$ cat config.mk
export PLATFORM = sky130hd
export DESIGN_NAME = psc_datapath
export DESIGN_NICKNAME = d
export VERILOG_FILES = /design/src/design/psc_pkg.sv /design/src/design/psc_datapath.sv
export SDC_FILE = /design/constraint.sdc
export NUM_CORES = 1
export LEC_CHECK = 0
export BUFFER_PORTS_ARGS = -buffer_cell sky130_fd_sc_hd__buf_2
export CORE_MARGIN = 2
export CORE_UTILIZATION = 40
export DETAILED_ROUTE_END_ITERATION = 12
export PLACE_DENSITY = 0.67
export SETUP_SLACK_MARGIN = 0.15
export SKIP_LAST_GASP = 1
export SYNTH_ARGS = -nofsm -noshare
export SYNTH_HDL_FRONTEND = slang
export SYNTH_SLANG_ARGS = --single-unit
$ cat constraint.sdc
create_clock -name i_clk -period 6.2 [get_ports i_clk]
set_input_delay 0.31 -clock i_clk [delete_from_list [all_inputs] [get_ports i_clk]]
set_output_delay 0.31 -clock i_clk [all_outputs]
set_load 0.01 [all_outputs]
$ cat src/design/psc_pkg.sv
// Shared types, state encoding and remainder step for the packet sequence checker.
package psc_pkg;

    localparam int unsigned SeqW      = 16;
    localparam int unsigned IdW       = 4;
    localparam int unsigned CountW    = 5;
    localparam int unsigned TotalW    = 32;
    localparam int unsigned CfgIndexW = 2;
    localparam int unsigned CfgDataW  = 16;

    localparam logic [CountW-1:0] CountReset    = 5'd16;
    localparam logic [CountW-1:0] CountMax      = 5'd16;
    localparam logic [SeqW-1:0]   RunLimitReset = 16'd100;
    localparam logic [SeqW-1:0]   SeqMax        = 16'hFFFF;
    localparam logic [TotalW-1:0] TotalMax      = 32'hFFFF_FFFF;

    localparam logic [CfgIndexW-1:0] CfgSourceCount = 2'd0;
    localparam logic [CfgIndexW-1:0] CfgRunLimit    = 2'd1;

    typedef enum logic [1:0] {
        S_IDLE,
        S_DIV_HI,
        S_DIV_LO
    } t_state;

    typedef struct packed {
        logic capture;
        logic div_hi;
        logic commit;
    } t_dp_cmd;

    // One restoring remainder step: shift in a dividend bit, subtract if it fits.
    function automatic logic [CountW-1:0] rem_step(
        input logic [CountW-1:0] rem,
        input logic              dividend_bit,
        input logic [CountW-1:0] divisor
    );
        logic [CountW-1:0] shifted;
        shifted = {rem[CountW-2:0], dividend_bit};
        if (shifted >= divisor) begin
            rem_step = shifted - divisor;
        end else begin
            rem_step = shifted;
        end
    endfunction

endpackage

$ cat src/design/psc_datapath.sv
// Datapath: configuration, checker state, remainder unit and result registers.
module psc_datapath
    import psc_pkg::*;
(
    input  logic                 i_clk,
    input  logic                 i_rst_n,
    input  t_dp_cmd              i_cmd,
    input  logic                 i_cfg_we,
    input  logic [CfgIndexW-1:0] i_cfg_index,
    input  logic [CfgDataW-1:0]  i_cfg_data,
    input  logic                 i_req_type,
    input  logic [TotalW-1:0]    i_status_word,
    output logic                 o_source_order_error,
    output logic                 o_sequence_error,
    output logic [TotalW-1:0]    o_source_error_total,
    output logic [TotalW-1:0]    o_sequence_error_total,
    output logic [SeqW-1:0]      o_error_run,
    output logic                 o_terminate
);

    // configuration
    logic [CountW-1:0] r_source_count;
    logic [SeqW-1:0]   r_run_limit;
    logic [CountW-1:0] eff_count;

    // captured item
    logic              r_req;
    logic [SeqW-1:0]   r_seq;
    logic [IdW-1:0]    r_id;
    logic [CountW-1:0] r_dividend;
    logic [CountW-1:0] r_rem;

    // checker state
    logic              r_source_seen, n_source_seen;
    logic [IdW-1:0]    r_expected, n_expected;
    logic              r_sequence_seen, n_sequence_seen;
    logic [SeqW-1:0]   r_last_seq, n_last_seq;
    logic [TotalW-1:0] r_src_errors, n_src_errors;
    logic [TotalW-1:0] r_seq_errors, n_seq_errors;
    logic [SeqW-1:0]   r_run, n_run;
    logic              r_stop, n_stop;
    logic              src_err, seq_err;

    logic [CountW-1:0] rem_hi, rem_lo;

    always_comb begin
        priority if (r_source_count == '0) begin
            eff_count = CountW'(1);
        end else if (r_source_count > CountMax) begin
            eff_count = CountMax;
        end else begin
            eff_count = r_source_count;
        end
    end

    always_ff @(posedge i_clk) begin
        if (!i_rst_n) begin
            r_source_count <= CountReset;
            r_run_limit    <= RunLimitReset;
        end else if (i_cfg_we) begin
            if (i_cfg_index == CfgSourceCount) r_source_count <= i_cfg_data[CountW-1:0];
            if (i_cfg_index == CfgRunLimit)    r_run_limit    <= i_cfg_data;
        end
    end

    // Remainder of (id + 1) by the source count: bits 4..2 first, then 1..0.
    always_comb begin
        rem_hi = '0;
        for (int b = CountW - 1; b >= 2; b--) begin
            rem_hi = rem_step(rem_hi, r_dividend[b], eff_count);
        end
        rem_lo = r_rem;
        for (int b = 1; b >= 0; b--) begin
            rem_lo = rem_step(rem_lo, r_dividend[b], eff_count);
        end
    end

    always_ff @(posedge i_clk) begin
        if (i_cmd.capture) begin
            r_req      <= i_req_type;
            r_seq      <= i_status_word[31:16];
            r_id       <= i_status_word[5:2];
            r_dividend <= {1'b0, i_status_word[5:2]} + CountW'(1);
        end
        if (i_cmd.div_hi) r_rem <= rem_hi;
    end

    always_comb begin
        n_source_seen   = r_source_seen;
        n_expected      = r_expected;
        n_sequence_seen = r_sequence_seen;
        n_last_seq      = r_last_seq;
        n_src_errors    = r_src_errors;
        n_seq_errors    = r_seq_errors;
        n_run           = r_run;
        n_stop          = r_stop;
        src_err         = 1'b0;
        seq_err         = 1'b0;
        if (r_req) begin
            n_source_seen   = 1'b0;
            n_sequence_seen = 1'b0;
        end else begin
            if (r_source_seen && (r_expected != r_id)) begin
                src_err = 1'b1;
                if (r_src_errors != TotalMax) n_src_errors = r_src_errors + TotalW'(1);
            end
            n_expected    = rem_lo[IdW-1:0];
            n_source_seen = 1'b1;
            if (r_sequence_seen) begin
                if (({1'b0, r_last_seq} + 17'd1 != {1'b0, r_seq}) && (r_last_seq != SeqMax)) begin
                    seq_err = 1'b1;
                    if (r_run != SeqMax)        n_run = r_run + SeqW'(1);
                    if (r_seq_errors != TotalMax) n_seq_errors = r_seq_errors + TotalW'(1);
                end else begin
                    n_run = '0;
                end
            end
            n_last_seq      = r_seq;
            n_sequence_seen = 1'b1;
            if (n_run > r_run_limit) n_stop = 1'b1;
        end
    end

    always_ff @(posedge i_clk) begin
        if (!i_rst_n) begin
            r_source_seen          <= 1'b0;
            r_expected             <= '0;
            r_sequence_seen        <= 1'b0;
            r_last_seq             <= '0;
            r_src_errors           <= '0;
            r_seq_errors           <= '0;
            r_run                  <= '0;
            r_stop                 <= 1'b0;
            o_source_order_error   <= 1'b0;
            o_sequence_error       <= 1'b0;
            o_source_error_total   <= '0;
            o_sequence_error_total <= '0;
            o_error_run            <= '0;
            o_terminate            <= 1'b0;
        end else if (i_cmd.commit) begin
            r_source_seen          <= n_source_seen;
            r_expected             <= n_expected;
            r_sequence_seen        <= n_sequence_seen;
            r_last_seq             <= n_last_seq;
            r_src_errors           <= n_src_errors;
            r_seq_errors           <= n_seq_errors;
            r_run                  <= n_run;
            r_stop                 <= n_stop;
            o_source_order_error   <= src_err;
            o_sequence_error       <= seq_err;
            o_source_error_total   <= n_src_errors;
            o_sequence_error_total <= n_seq_errors;
            o_error_run            <= n_run;
            o_terminate            <= n_stop;
        end
    end

endmodule

Yosys cells after proc, flatten, opt, wreduce, memory -nomap -nowiden
Cells that the tools add are included.
Widths: inputs -> output; s select.
{ "totals": {"reg_bits": 155, "out_inout_bits": 83} }
{ "op_classes": {"n_addsub": 10, "order_cmp": 7, "n_eq_ne": 7, "mux": 17, "n_bitwise": 1, "n_reduce_logical": 10} }
{ "ops": {"columns": ["op", "n"], "rows": [
  ["$add 32x1->32 const B", 2],
  ["$mux 16", 4],
  ["$ne 32x32->1 const B", 2],
  ["$ne 16x16->1 const B", 2],
  ["$ge 5x5->1", 4],
  ["$mux 4", 5],
  ["$add 16x1->17 const B", 1],
  ["$ne 17x16->1", 1],
  ["$add 16x1->16 const B", 1],
  ["$gt 16x16->1", 1],
  ["$sub 4x4->4", 4],
  ["$mux 5", 2],
  ["$mux 1", 6],
  ["$reduce_and 2->1", 3],
  ["$add 4x1->5 const B", 1],
  ["$ge 1x5->1", 1],
  ["$gt 5x5->1 const B", 1],
  ["$logic_not 5->1", 1],
  ["$reduce_and 5->1", 1],
  ["$ne 4x4->1", 1],
  ["$reduce_and 4->1", 1],
  ["$sub 1x4->4", 1],
  ["$reduce_and 3->1", 1],
  ["$eq 2x1->1 const B", 1],
  ["3 further kinds", 4]
]} }

Logic depth before layout (Yosys ltp)
Gate-level depths: netlist of the first run.
{ "depth": {"word_depth": 9, "mapped_depth": 22} }

Least setup slack after synthesis of the first run
Ideal clock, no wire load.
{ "synth_path": {"path_type": "reg2reg", "start": "register r_source_count[4]", "end": "register r_rem[1], data pin", "setup_ns": 0.260, "arrival_ns": 4.501, "setup_slack_ns": 1.439, "stages_incl_launch_ff": 23, "cell_sequence": "dfxtp_1 > nor4_1 > a21o_1 > ha_1 > inv_1 > a21oi_1 > a21o_1 > inv_1 > ha_1 > nor2b_1 > o21ai_0 > nand2b_1 > a31o_2 > a21o_1 > a21o_1 > mux2i_1 > ha_1 > a21o_1 > a21o_1 > a31o_2 > a21o_1 > a21o_1 > mux2_2"} }
{ "synth_between": {"elab_chain_cells": 9, "elab_cells_between_ends": 13, "cone_classes": "add/sub: 3; order compare: 4; mux: 5; reduce/logical: 1"} }
{ "synth_lines": {"columns": ["element", "line", "text"], "rows": [
  ["from (decl)", "psc_datapath.sv:22", "logic [CountW-1:0] r_source_count;"],
  ["from (signal assigned)", "psc_datapath.sv:58", "r_source_count <= CountReset;"],
  ["from (signal assigned)", "psc_datapath.sv:61", "if (i_cfg_index == CfgSourceCount) r_source_count <= i_cfg_data[CountW-1:0];"],
  ["$gt 5x5->1", "psc_datapath.sv:49", "end else if (r_source_count > CountMax) begin"],
  ["$mux 5", "psc_datapath.sv:49", null],
  ["$mux 5 (*)", "psc_datapath.sv:47", "priority if (r_source_count == '0) begin"],
  ["$sub 1x4->4 / $ge 1x5->1 (equally long branches)", "psc_pkg.sv:41, psc_pkg.sv:40", null],
  ["$mux 4", "psc_pkg.sv:40", "if (shifted >= divisor) begin"],
  ["$ge 5x5->1 / $sub 4x4->4 (equally long branches)", "psc_pkg.sv:40, psc_pkg.sv:41", null],
  ["$mux 4", "psc_pkg.sv:40", null],
  ["$sub 4x4->4 / $ge 5x5->1 (equally long branches)", "psc_pkg.sv:41, psc_pkg.sv:40", null],
  ["$mux 4 (*)", "psc_pkg.sv:40", null],
  ["via rem_hi[1]", "psc_datapath.sv:44", "logic [CountW-1:0] rem_hi, rem_lo;"],
  ["to (signal assigned)", "psc_datapath.sv:85", "if (i_cmd.div_hi) r_rem <= rem_hi;"],
  ["to (decl)", "psc_datapath.sv:31", "logic [CountW-1:0] r_rem;"]
]} }
Mark *: on every way through the listed nets, which the timed path passes. The rest lies on a longest branch.
A chain may end at the register's enable or synchronous reset.

Worst setup path in the final report of the first run
Same ends and word-level chain as after synthesis.

==> results.yml, run 1 <==
clocking:
  ctsResizeCount: 0
  postCtsSetupBuffers: 0
  cts_tree: "yes"
  cts_sinks: 155
  clkTransAtPathRegs_ns: 0.07
  clock_latency_ns: 0.43
  hold_buffers: 0
  cts_buffers: 17
  clockBufferDepth: 2
  cts-htree-levels: 4
  cts_root_buf: "clkbuf_16"
worst_setup_path:
  reg2reg_from: "r_source_count[4]"
  critPathLaunch: "r_source_count[4]"
  crit_chain: "nor4_1 > a21o_1 > ha_1 > inv_1 > a21oi_1 > a21o_1 > inv_1 > ha_1 > nor2b_1 > o21ai_0 > nand2b_1 > a31o_2 > a21o_1 > a21o_1 > mux2i_1 > ha_1 > a21o_1 > a21o_1 > a31o_2 > a21o_1 > a21o_1 > mux2_2"
  crit_cells: 22
  cp_num_buf_inv: 2
  crit_required_ns: 6.37
  path_max_fanout: 5
  r2r_slack_ns: 0.83
  crit_path_start_kind: "register"
  reg2reg_depth: 22
  critPathKind: "register to register"
  critPathTopFamily: "compound AO/OA/AOI/OAI gates"
  crit_path_frequent_cell: "a21o_1"
  arrival_ns: 5.54
  r2r_end: "r_rem[1]"
  max_stage_delay_ns: 0.66
  slowest_stage: "nor4_1"
  crit_end: "r_rem[1]"
  cp-end-kind: "register"
sta:
  worstMarginPinSlew_ns: 0.960
  max_freq_mhz: 186
  final_max_slew_viol_count: 0
  setup_ws_ns: 0.827
  setup_tns_ns: 0
  fin_crit_ns: 5.37
  maxSlewHeadroom_pct: 35.9
  finalSetupViolations: 0
  fin_worst_skew_ns: 0.0105
  final-hold-violation-count: 0
  fin_crit_sh_pct: 86.7
  rsz0062_at_grt: "false"
die:
  die_w_um: 150
  rows: 53
  ioPinCount: 140
  die_h_um: 150
  core_area_um2: 21000
  start_util_pct: 40.5
  die_area_um2: 22400
power:
  ir_drop_v: 0.000164
  leakage_nw: 3.92
  p_per_area_nw_per_um2: 232
  p_total_mw: 2.29
yosys:
  synth_common_cells: "dfxtp_1, nand2_1, a21oi_1, nor2_1"
  ys.flop_type: "dfxtp_1"
  syn_inst: 978
  syn_area_per_cell_um2: 8.68
  async_flop_share_pct: 0
  yosysSeqAreaShare_pct: 40.1
  syn_area_um2: 8490
  yosysTopAreaCell: "dfxtp_1"
  yosysTopAreaCellShare_pct: 29.5
  synth_warnings: 0
  synth.area.top_cells: "dfxtp_1, edfxtp_1, ha_1"
  synth_edf_count: 30
  syn-num-nets: 1082
  ys_types: 62
  ys_ff_latch: 155
  post-synth-top-count-cell: "dfxtp_1"
finish:
  drive_gt1_share_pct: 16.8
  nets: 1192
  final_util_pct: 47.1
  area_delta_synth_final_pct: 16.2
  fillers: 2082
  instances_no_fill: 1378
status:
  status: "completed"
detailed_routing:
  first_pass_iters: 5
  drt_iter0_drc: 493
  wl_per_cell_um: 14.5
  vias: 7318
  wl_um: 20000
  vias_per_cell: 5.31
  antenna_left: 0
  drcViolationCount: 0
worst_hold_path:
  hold_class: "input port to register"
grt:
  grt_pass1_wl_um: 32700
  grt_use_total_pct: 18.2
  gr-total-overflow: 0
  grt_pass1_vias: 6527
  antenna_found_initial: 3
  grt_max_degree: 60
placement:
  place.gp.congestion: 0.817
  port_buffers: 127
  dp_cells: 1344
  dp_hpwl_um: 14200
  place_ws_ns: 0.874
run:
  cap_violations: 0
worst min-delay path by stage:
stage                      start  cells after the start              to
5_1_grt               i_req_type                      1           r_req
2_1_floorplan   i_status_word[2]                      0         r_id[0]
3_3_place_gp      r_run_limit[4]                      2  r_run_limit[4]
4_1_cts               i_req_type                      1           r_req
6_report       i_status_word[31]                      1       r_seq[15]
3_5_place_dp      r_run_limit[4]                      2  r_run_limit[4]
routing by layer:
metal / GRT usage, % / vias to the layer above / wire length (µm)
li1: - / 3725 / -
met4: 5.52 / 0 / 231
met1: 24.7 / 3419 / 9510
met3: 4.33 / 20 / 935
met5: 0 / - / 0
met2: 28.6 / 154 / 9280
logic make-up after synthesis:
kind of cell,Yosys count,share of synthesized area (%)
buffers and inverters,86,4.45
xor gates and xnor gates,70,7.22
and+or+nand+nor,397,23.7
DFF,155,40.1
adders and majority gates,47,7.28
AOI/OAI and AO/OA,200,14.4
muxes,23,2.83
layout make-up:
class	count	area (µm²)	share of cell area [%]
well taps	275	344	3.49
multi-input cells	737	4710	47.7
inverters	44	165	1.67
clock buffers	19	453	4.59
diodes	2	5.00	0.0507
repair buffers	133	681	6.90
flip-flops and latches	155	3400	34.5
clock inverters	13	108	1.09
report_power, final:
group | internal, mW | total, mW | switching, mW
logic | 0.0903 | 0.209 | 0.118
clock network | 0.542 | 0.992 | 0.450
registers | 1.06 | 1.09 | 0.0281
total | 1.69 | 2.29 | 0.597
stage by stage:
step,hold slack [ns],cell area [µm²]
6_report,0.0593,9870
5_1_grt,0.0281,9870
4_1_cts,0.0330,9860
3_5_place_dp,0.448,9300
3_3_place_gp,0.445,9300
2_1_floorplan,0.409,8490
placed cells by master, fill, tap and decap left out, types with 22 or more instances in the layout:
cell / instances
ha_1: 43
edfxtp_1: 30
dfxtp_1: 125
nand3_1: 39
inv_1: 43
xnor2_1: 30
a21o_1: 22
buf_2: 127
xor2_1: 40
nor2_1: 79
nand2_1: 119
o21ai_0: 33
a21oi_1: 89
nand4_1: 24
sequential cells by signal, summed over array words and instances, names as in the netlist, 5 cells and up:
signal / count
r_src_errors: 32
r_seq: 16
r_dividend: 5
r_run: 16
r_seq_errors: 32
r_source_count: 5
r_run_limit: 16
r_last_seq: 16
worst reg2reg max path: cells and delay by family (launching register included):
kind            cells  cell delay [ns]
compound gates     12             2.36
fa+ha+maj           3             0.80
buf+inv             2             0.13
flops               1             0.32
mux                 2             0.62
simple gates        3             0.89
(Power assumes the default switching activity.)
==> inputs of run 2 (changes only) <==
--- a/config.mk
+++ b/config.mk
@@ -5,11 +5,11 @@
 export SDC_FILE = /design/constraint.sdc
 export NUM_CORES = 1
 export LEC_CHECK = 0
-export BUFFER_PORTS_ARGS = -buffer_cell sky130_fd_sc_hd__buf_2
 export CORE_MARGIN = 2
-export CORE_UTILIZATION = 40
+export CORE_UTILIZATION = 51
 export DETAILED_ROUTE_END_ITERATION = 12
-export PLACE_DENSITY = 0.67
+export DONT_BUFFER_PORTS = 1
+export PLACE_DENSITY = 0.73
 export SETUP_SLACK_MARGIN = 0.15
 export SKIP_LAST_GASP = 1
 export SYNTH_ARGS = -nofsm -noshare
==> results.yml, run 2 (synthesis results as in run 1) <==
status:
  status: "completed"
finish:
  drive_gt1_share_pct: 6.01
  diodes: 0
  final_cell_mix: "dfxtp_1, nand2_1, a21oi_1, nor2_1"
  nets: 1089
  instances_no_fill: 1218
  layout.cells.most_common: "dfxtp_1"
  area_delta_synth_final_pct: 11.6
  largest_registers: "r_seq_errors: 32 flops, r_src_errors: 32 flops"
worst_setup_path:
  crit_path_start_kind: "register"
  reg2reg_depth: 22
  crit_chain: "nor4_1 > a21o_1 > ha_1 > inv_1 > a21oi_1 > a21o_1 > inv_1 > ha_1 > nor2b_1 > o21ai_0 > nand2b_1 > a31o_2 > a21o_1 > a21o_1 > mux2i_1 > ha_1 > a21o_1 > a21o_1 > a31o_2 > a21o_1 > a21o_1 > mux2_2"
  crit_required_ns: 6.37
  cp_num_buf_inv: 2
  path_max_fanout: 5
  cp-end-kind: "register"
  slowest_stage: "nor4_1"
  crit_cells: 22
  max_stage_delay_ns: 0.59
  crit_path_frequent_cell: "a21o_1"
  arrival_ns: 5.35
  critPathKind: "register to register"
  critPathTopFamily: "compound AO/OA/AOI/OAI gates"
clocking:
  cts_root_buf: "clkbuf_16"
  cts_tree: "yes"
  ctsResizeCount: 0
  postCtsSetupBuffers: 0
  hold_buffers: 24
  clkTransAtPathRegs_ns: 0.06
  clock_latency_ns: 0.42
  cts_sinks: 155
  clockBufferDepth: 2
  cts_buffers: 17
  cts-htree-levels: 4
grt:
  grt_use_total_pct: 22.3
  grt_pass1_wl_um: 31900
  antenna_found_initial: 0
  grt_pass1_vias: 6342
  gr-total-overflow: 0
  grt_max_degree: 98
detailed_routing:
  drt_iter0_drc: 556
  vias: 7012
  first_pass_iters: 6
  wl_um: 19400
  drcViolationCount: 0
  wl_per_cell_um: 15.9
  antenna_left: 0
  vias_per_cell: 5.76
sta:
  fin_worst_skew_ns: 0.00782
  fin_crit_ns: 5.18
  final-hold-violation-count: 0
  finalSetupViolations: 0
  setup_tns_ns: 0
  rsz0062_at_grt: "false"
  worstMarginPinSlew_ns: 1.08
  maxSlewHeadroom_pct: 27.9
  final_max_slew_viol_count: 0
  fin_crit_sh_pct: 83.5
  max_freq_mhz: 193
die:
  rows: 47
  ioPinCount: 140
  die_area_um2: 17700
  core_area_um2: 16400
  start_util_pct: 51.7
  die_w_um: 133
  die_h_um: 133
placement:
  dp_hpwl_um: 13300
  port_buffers: 0
  dp_cells: 1162
  place.gp.congestion: 0.801
worst_hold_path:
  holdPathStages: 1
  hold_class: "input port to register"
power:
  p_per_area_nw_per_um2: 251
  leakage_nw: 3.43
  ir_drop_v: 0.000190
  p_total_mw: 2.37
run:
  cap_violations: 0
## run 2: final timing paths
path	from	to	slack (ns)
worst max-delay path	r_source_count[4]	r_rem[3]	1.02
worst min-delay path	i_status_word[2]	r_dividend[0]	0.02
worst max register to register	r_source_count[4]	r_rem[3]	1.02
worst min register to register	r_run_limit[1]	r_run_limit[1]	0.45
## run 2: report_power, final
part           switching (mW)  leakage [nW]  total (mW)  internal [mW]
combinational           0.109          1.81       0.200         0.0905
sequential             0.0298          1.31        1.09           1.06
clock                   0.429         0.307        1.08          0.654
## run 2: metrics by stage
stage / hold WS (ns) / cell area, µm² / worst slack, ns / util (%)
floorplan: 0.409 / 8490 / 1.44 / -
global placement: 0.409 / 8600 / 1.04 / 52.4
detailed placement: 0.409 / 8600 / 1.02 / 52.4
CTS: 0.00119 / 9470 / 1.01 / 57.7
global route: 0.00192 / 9470 / 0.609 / 57.7
finish: 0.0169 / 9470 / 1.02 / 57.7
## run 2: layout make-up
class / instances / area [µm²]
inverter: 44 / 165
tap: 220 / 275
multi-input combinational: 737 / 4710
clock inverter: 12 / 135
fill: 1448 / 6930
timing repair buffer: 30 / 295
sequential: 155 / 3400
clock buffer: 20 / 489
## run 2: routing by layer
| layer | GRT usage (%) | wire, µm | vias to the layer above |
|---|---|---|---|
| li1 | - | - | 3506 |
| met1 | 30.1 | 9120 | 3333 |
| met2 | 34.5 | 8880 | 152 |
| met3 | 5.40 | 1020 | 21 |
| met4 | 8.60 | 337 | 0 |
| met5 | 0 | 0 | - |
==> inputs of run 3 (changes only) <==
--- a/config.mk
+++ b/config.mk
@@ -5,6 +5,7 @@
 export SDC_FILE = /design/constraint.sdc
 export NUM_CORES = 1
 export LEC_CHECK = 0
+export ABC_AREA = 1
 export CORE_MARGIN = 2
 export CORE_UTILIZATION = 51
 export DETAILED_ROUTE_END_ITERATION = 12
==> constraint.sdc (replaced) <==
create_clock -name i_clk -period 5.2 [get_ports i_clk]
set_input_delay 0.26 -clock i_clk [delete_from_list [all_inputs] [get_ports i_clk]]
set_output_delay 0.26 -clock i_clk [all_outputs]
set_load 0.01 [all_outputs]
==> results.yml, run 3 <==
status:
  status: "completed"
finish:
  area_delta_synth_final_pct: 10.9
  final_util_pct: 57.6
  fillers: 1775
  final_cell_mix: "nand2_1, inv_1, nor2_1, dfxtp_1, a21oi_1"
  instances_no_fill: 1624
  largest_registers: "r_seq_errors: 32 flops, r_src_errors: 32 flops"
  multi_input_area_um2: 5520
  layout.cells.most_common: "nand2_1"
  nets: 1481
  diodes: 0
  regArea_um2: 3400
  drive_gt1_share_pct: 7.70
worst_setup_path:
  critPathKind: "register to register"
  r2r_slack_ns: 0.72
  arrival_ns: 4.66
  crit_path_start_kind: "register"
  path_max_fanout: 8
  reg2reg_depth: 24
  crit_required_ns: 5.38
  slowest_stage: "dfxtp_1"
  r2r_end: "r_rem[3]"
  crit_chain: "inv_1 > nand3_1 > o21ai_2 > ha_1 > inv_1 > a21oi_1 > o22ai_1 > inv_1 > ha_1 > nand2_1 > o21bai_1 > nand2_1 > nand2_1 > a21o_1 > nor2_1 > a21oi_1 > ha_1 > a21o_1 > a21oi_1 > nand2_1 > a21oi_1 > nor2_1 > nor2_2 > o21ai_0"
  max_stage_delay_ns: 0.34
  cp-end-kind: "register"
  reg2reg_from: "r_source_count[4]"
yosys:
  synth_common_cells: "nand2_1, inv_1, nor2_1, dfxtp_1, a21oi_1"
  syn-num-nets: 1464
  syn_area_um2: 9720
  synthMuxAreaShare_pct: 0
  ys.flop_type: "dfxtp_1"
  syn_inst: 1360
  synth-adder-area-share_pct: 6.36
  yosys.area_share.xor_xnor_pct: 6.94
  post-synth-top-count-cell: "nand2_1"
  yosysTopAreaCell: "dfxtp_1"
  synth-compound-area-share_pct: 13.5
  yosysSeqAreaShare_pct: 35.0
  async_flop_share_pct: 0
  synth_warnings: 0
  syn_area_per_cell_um2: 7.15
  synth_top_family_by_area: "simple AND/OR/NAND/NOR gates"
  ys_ff_latch: 155
  synth.area.top_cells: "dfxtp_1, nand2_1, edfxtp_1"
  synth_simple_gate_area_share_pct: 29.8
  yosysTopAreaCellShare_pct: 25.7
  synth_edf_count: 30
  ys_types: 47
grt:
  grt_pass1_wl_um: 40900
  gr-total-overflow: 0
  antenna_found_initial: 0
  grt_pass1_vias: 8310
  grt_max_degree: 57
  grt_use_total_pct: 25.2
detailed_routing:
  vias: 8923
  wl_per_cell_um: 15.3
  first_pass_iters: 5
  antenna_left: 0
  vias_per_cell: 5.49
  wl_um: 24900
  drcViolationCount: 0
  drt_iter0_drc: 579
placement:
  dp_cells: 1561
  dp_hpwl_um: 18100
  port_buffers: 0
  place.gp.congestion: 0.929
die:
  die_h_um: 142
  core_area_um2: 18700
  start_util_pct: 52.0
  die_w_um: 142
  rows: 50
  ioPinCount: 140
  die_area_um2: 20200
power:
  p_per_area_nw_per_um2: 276
  p_comb_share_pct: 14.0
  intPower_mw: 2.15
  ir_drop_v: 0.000252
  p_clk_share_pct: 40.9
  pwr-share-seq_pct: 45.1
  switching_share_pct: 27.7
  leakage_nw: 4.36
  p_sw_mw: 0.825
sta:
  maxSlewHeadroom_pct: 44.7
  final-hold-violation-count: 0
  finalSetupViolations: 0
  fin_crit_ns: 4.48
  fin_worst_skew_ns: 0.0125
  rsz0062_at_grt: "false"
  worstMarginPinSlew_ns: 0.829
  fin_crit_sh_pct: 86.2
  max_freq_mhz: 223
  setup_tns_ns: 0
  final_max_slew_viol_count: 0
worst_hold_path:
  hold_path.startpoint: "i_status_word[3]"
  holdPathStages: 1
  hold_path_end: "r_dividend[1]"
  hold_class: "input port to register"
clocking:
  cts_sinks: 155
  cts-htree-levels: 4
  cts_tree: "yes"
  clkTransAtPathRegs_ns: 0.06
  postCtsSetupBuffers: 0
  cts_buffers: 17
  clockBufferDepth: 2
  clock_latency_ns: 0.44
  cts_root_buf: "clkbuf_16"
run:
  cap_violations: 0
==> run 3: cell types whose count changed after synthesis, moves of 17 or more <==
| cell | previous run | this run |
|---|---|---|
| nand3_1 | 39 | 69 |
| o31ai_1 | 18 | 0 |
| or3_1 | 19 | 0 |
| nand2_2 | 0 | 20 |
| nand2_1 | 119 | 297 |
| inv_1 | 43 | 158 |
| nor2_1 | 79 | 136 |
| a21o_1 | 22 | 5 |
| or4_1 | 19 | 0 |
| a21oi_2 | 0 | 21 |
| o21ai_0 | 33 | 73 |
| nor3_1 | 18 | 39 |
| nand4_1 | 24 | 56 |
==> run 3: final cells by class <==
type	count	share of cell area (%)
Multi-Input combinational cell	1001	51.2
Sequential cell	155	31.6
Inverter	166	5.78
Clock buffer	24	4.86
Timing Repair Buffer	36	3.41
Tap cell	234	2.72
Clock inverter	8	0.499
==> run 3: logic make-up (layout without fill, tap and decap cells) <==
logic type	count (synthesis)	count (layout)
and+or+nand+nor	648	648
AOI/OAI and AO/OA	229	229
buffers and inverters	204	234
DFF	155	155
xor gates and xnor gates	77	77
adders and majority gates	47	47
==> run 3: power groups by stage <==
stage               Sequential [mW]  Combinational [mW]  Clock (mW)
floorplan                      1.35               0.314           0
global placement               1.37               0.365           0
detailed placement             1.37               0.376           0
CTS                            1.34               0.414        1.24
global route                   1.35               0.481        1.29
finish                         1.35               0.417        1.22
==> run 3: worst max path at each step <==
stage / cells past startpoint / start / slack (ns) / to
3_3_place_gp: 24 / r_source_count[4] / 0.60 / r_rem[2]
5_1_grt: 24 / r_source_count[4] / 0.14 / r_rem[2]
6_report: 24 / r_source_count[4] / 0.72 / r_rem[3]
4_1_cts: 24 / r_source_count[4] / 0.46 / r_rem[2]
2_1_floorplan: 23 / r_source_count[4] / 1.09 / r_rem[2]
3_5_place_dp: 24 / r_source_count[4] / 0.50 / r_rem[2]
==> run 3: through the flow <==
step | total power [mW] | setup slack, ns | instance area [µm²] | hold slack [ns]
floorplan | 1.66 | 1.09 | 9720 | 0.359
global placement | 1.73 | 0.602 | 9870 | 0.359
detailed placement | 1.75 | 0.505 | 9870 | 0.359
CTS | 3.00 | 0.461 | 10800 | 0.0115
global route | 3.13 | 0.141 | 10800 | 0.00975
finish | 2.98 | 0.717 | 10800 | 0.0229
==> run 3: timing repair <==
action | in CTS | in global routing
endpoints found under the hold margin | 107 | 0
gates resized for setup | 0 | 3
hold buffers | 31 | 0
endpoints found under the setup margin | 0 | 4
==> run 3: per-layer routing <==
layer / part of all wire, % / GRT usage, % / vias to the layer above / wire, µm
met2: 45 / 40.6 / 301 / 11200
li1: - / - / 4550 / -
met1: 45 / 33.8 / 4034 / 11100
met5: 0 / 0 / - / 0
met4: 2.2 / 7.84 / 0 / 553
met3: 8.1 / 5.69 / 38 / 2020
==> run 3: worst max-delay path, delay by kind of cell (launching register included) <==
kind	cells	cell delay, ns
compound gates	10	1.82
fa+ha+maj	3	0.89
simple gates	8	0.81
buf+inv	3	0.36
flops	1	0.34
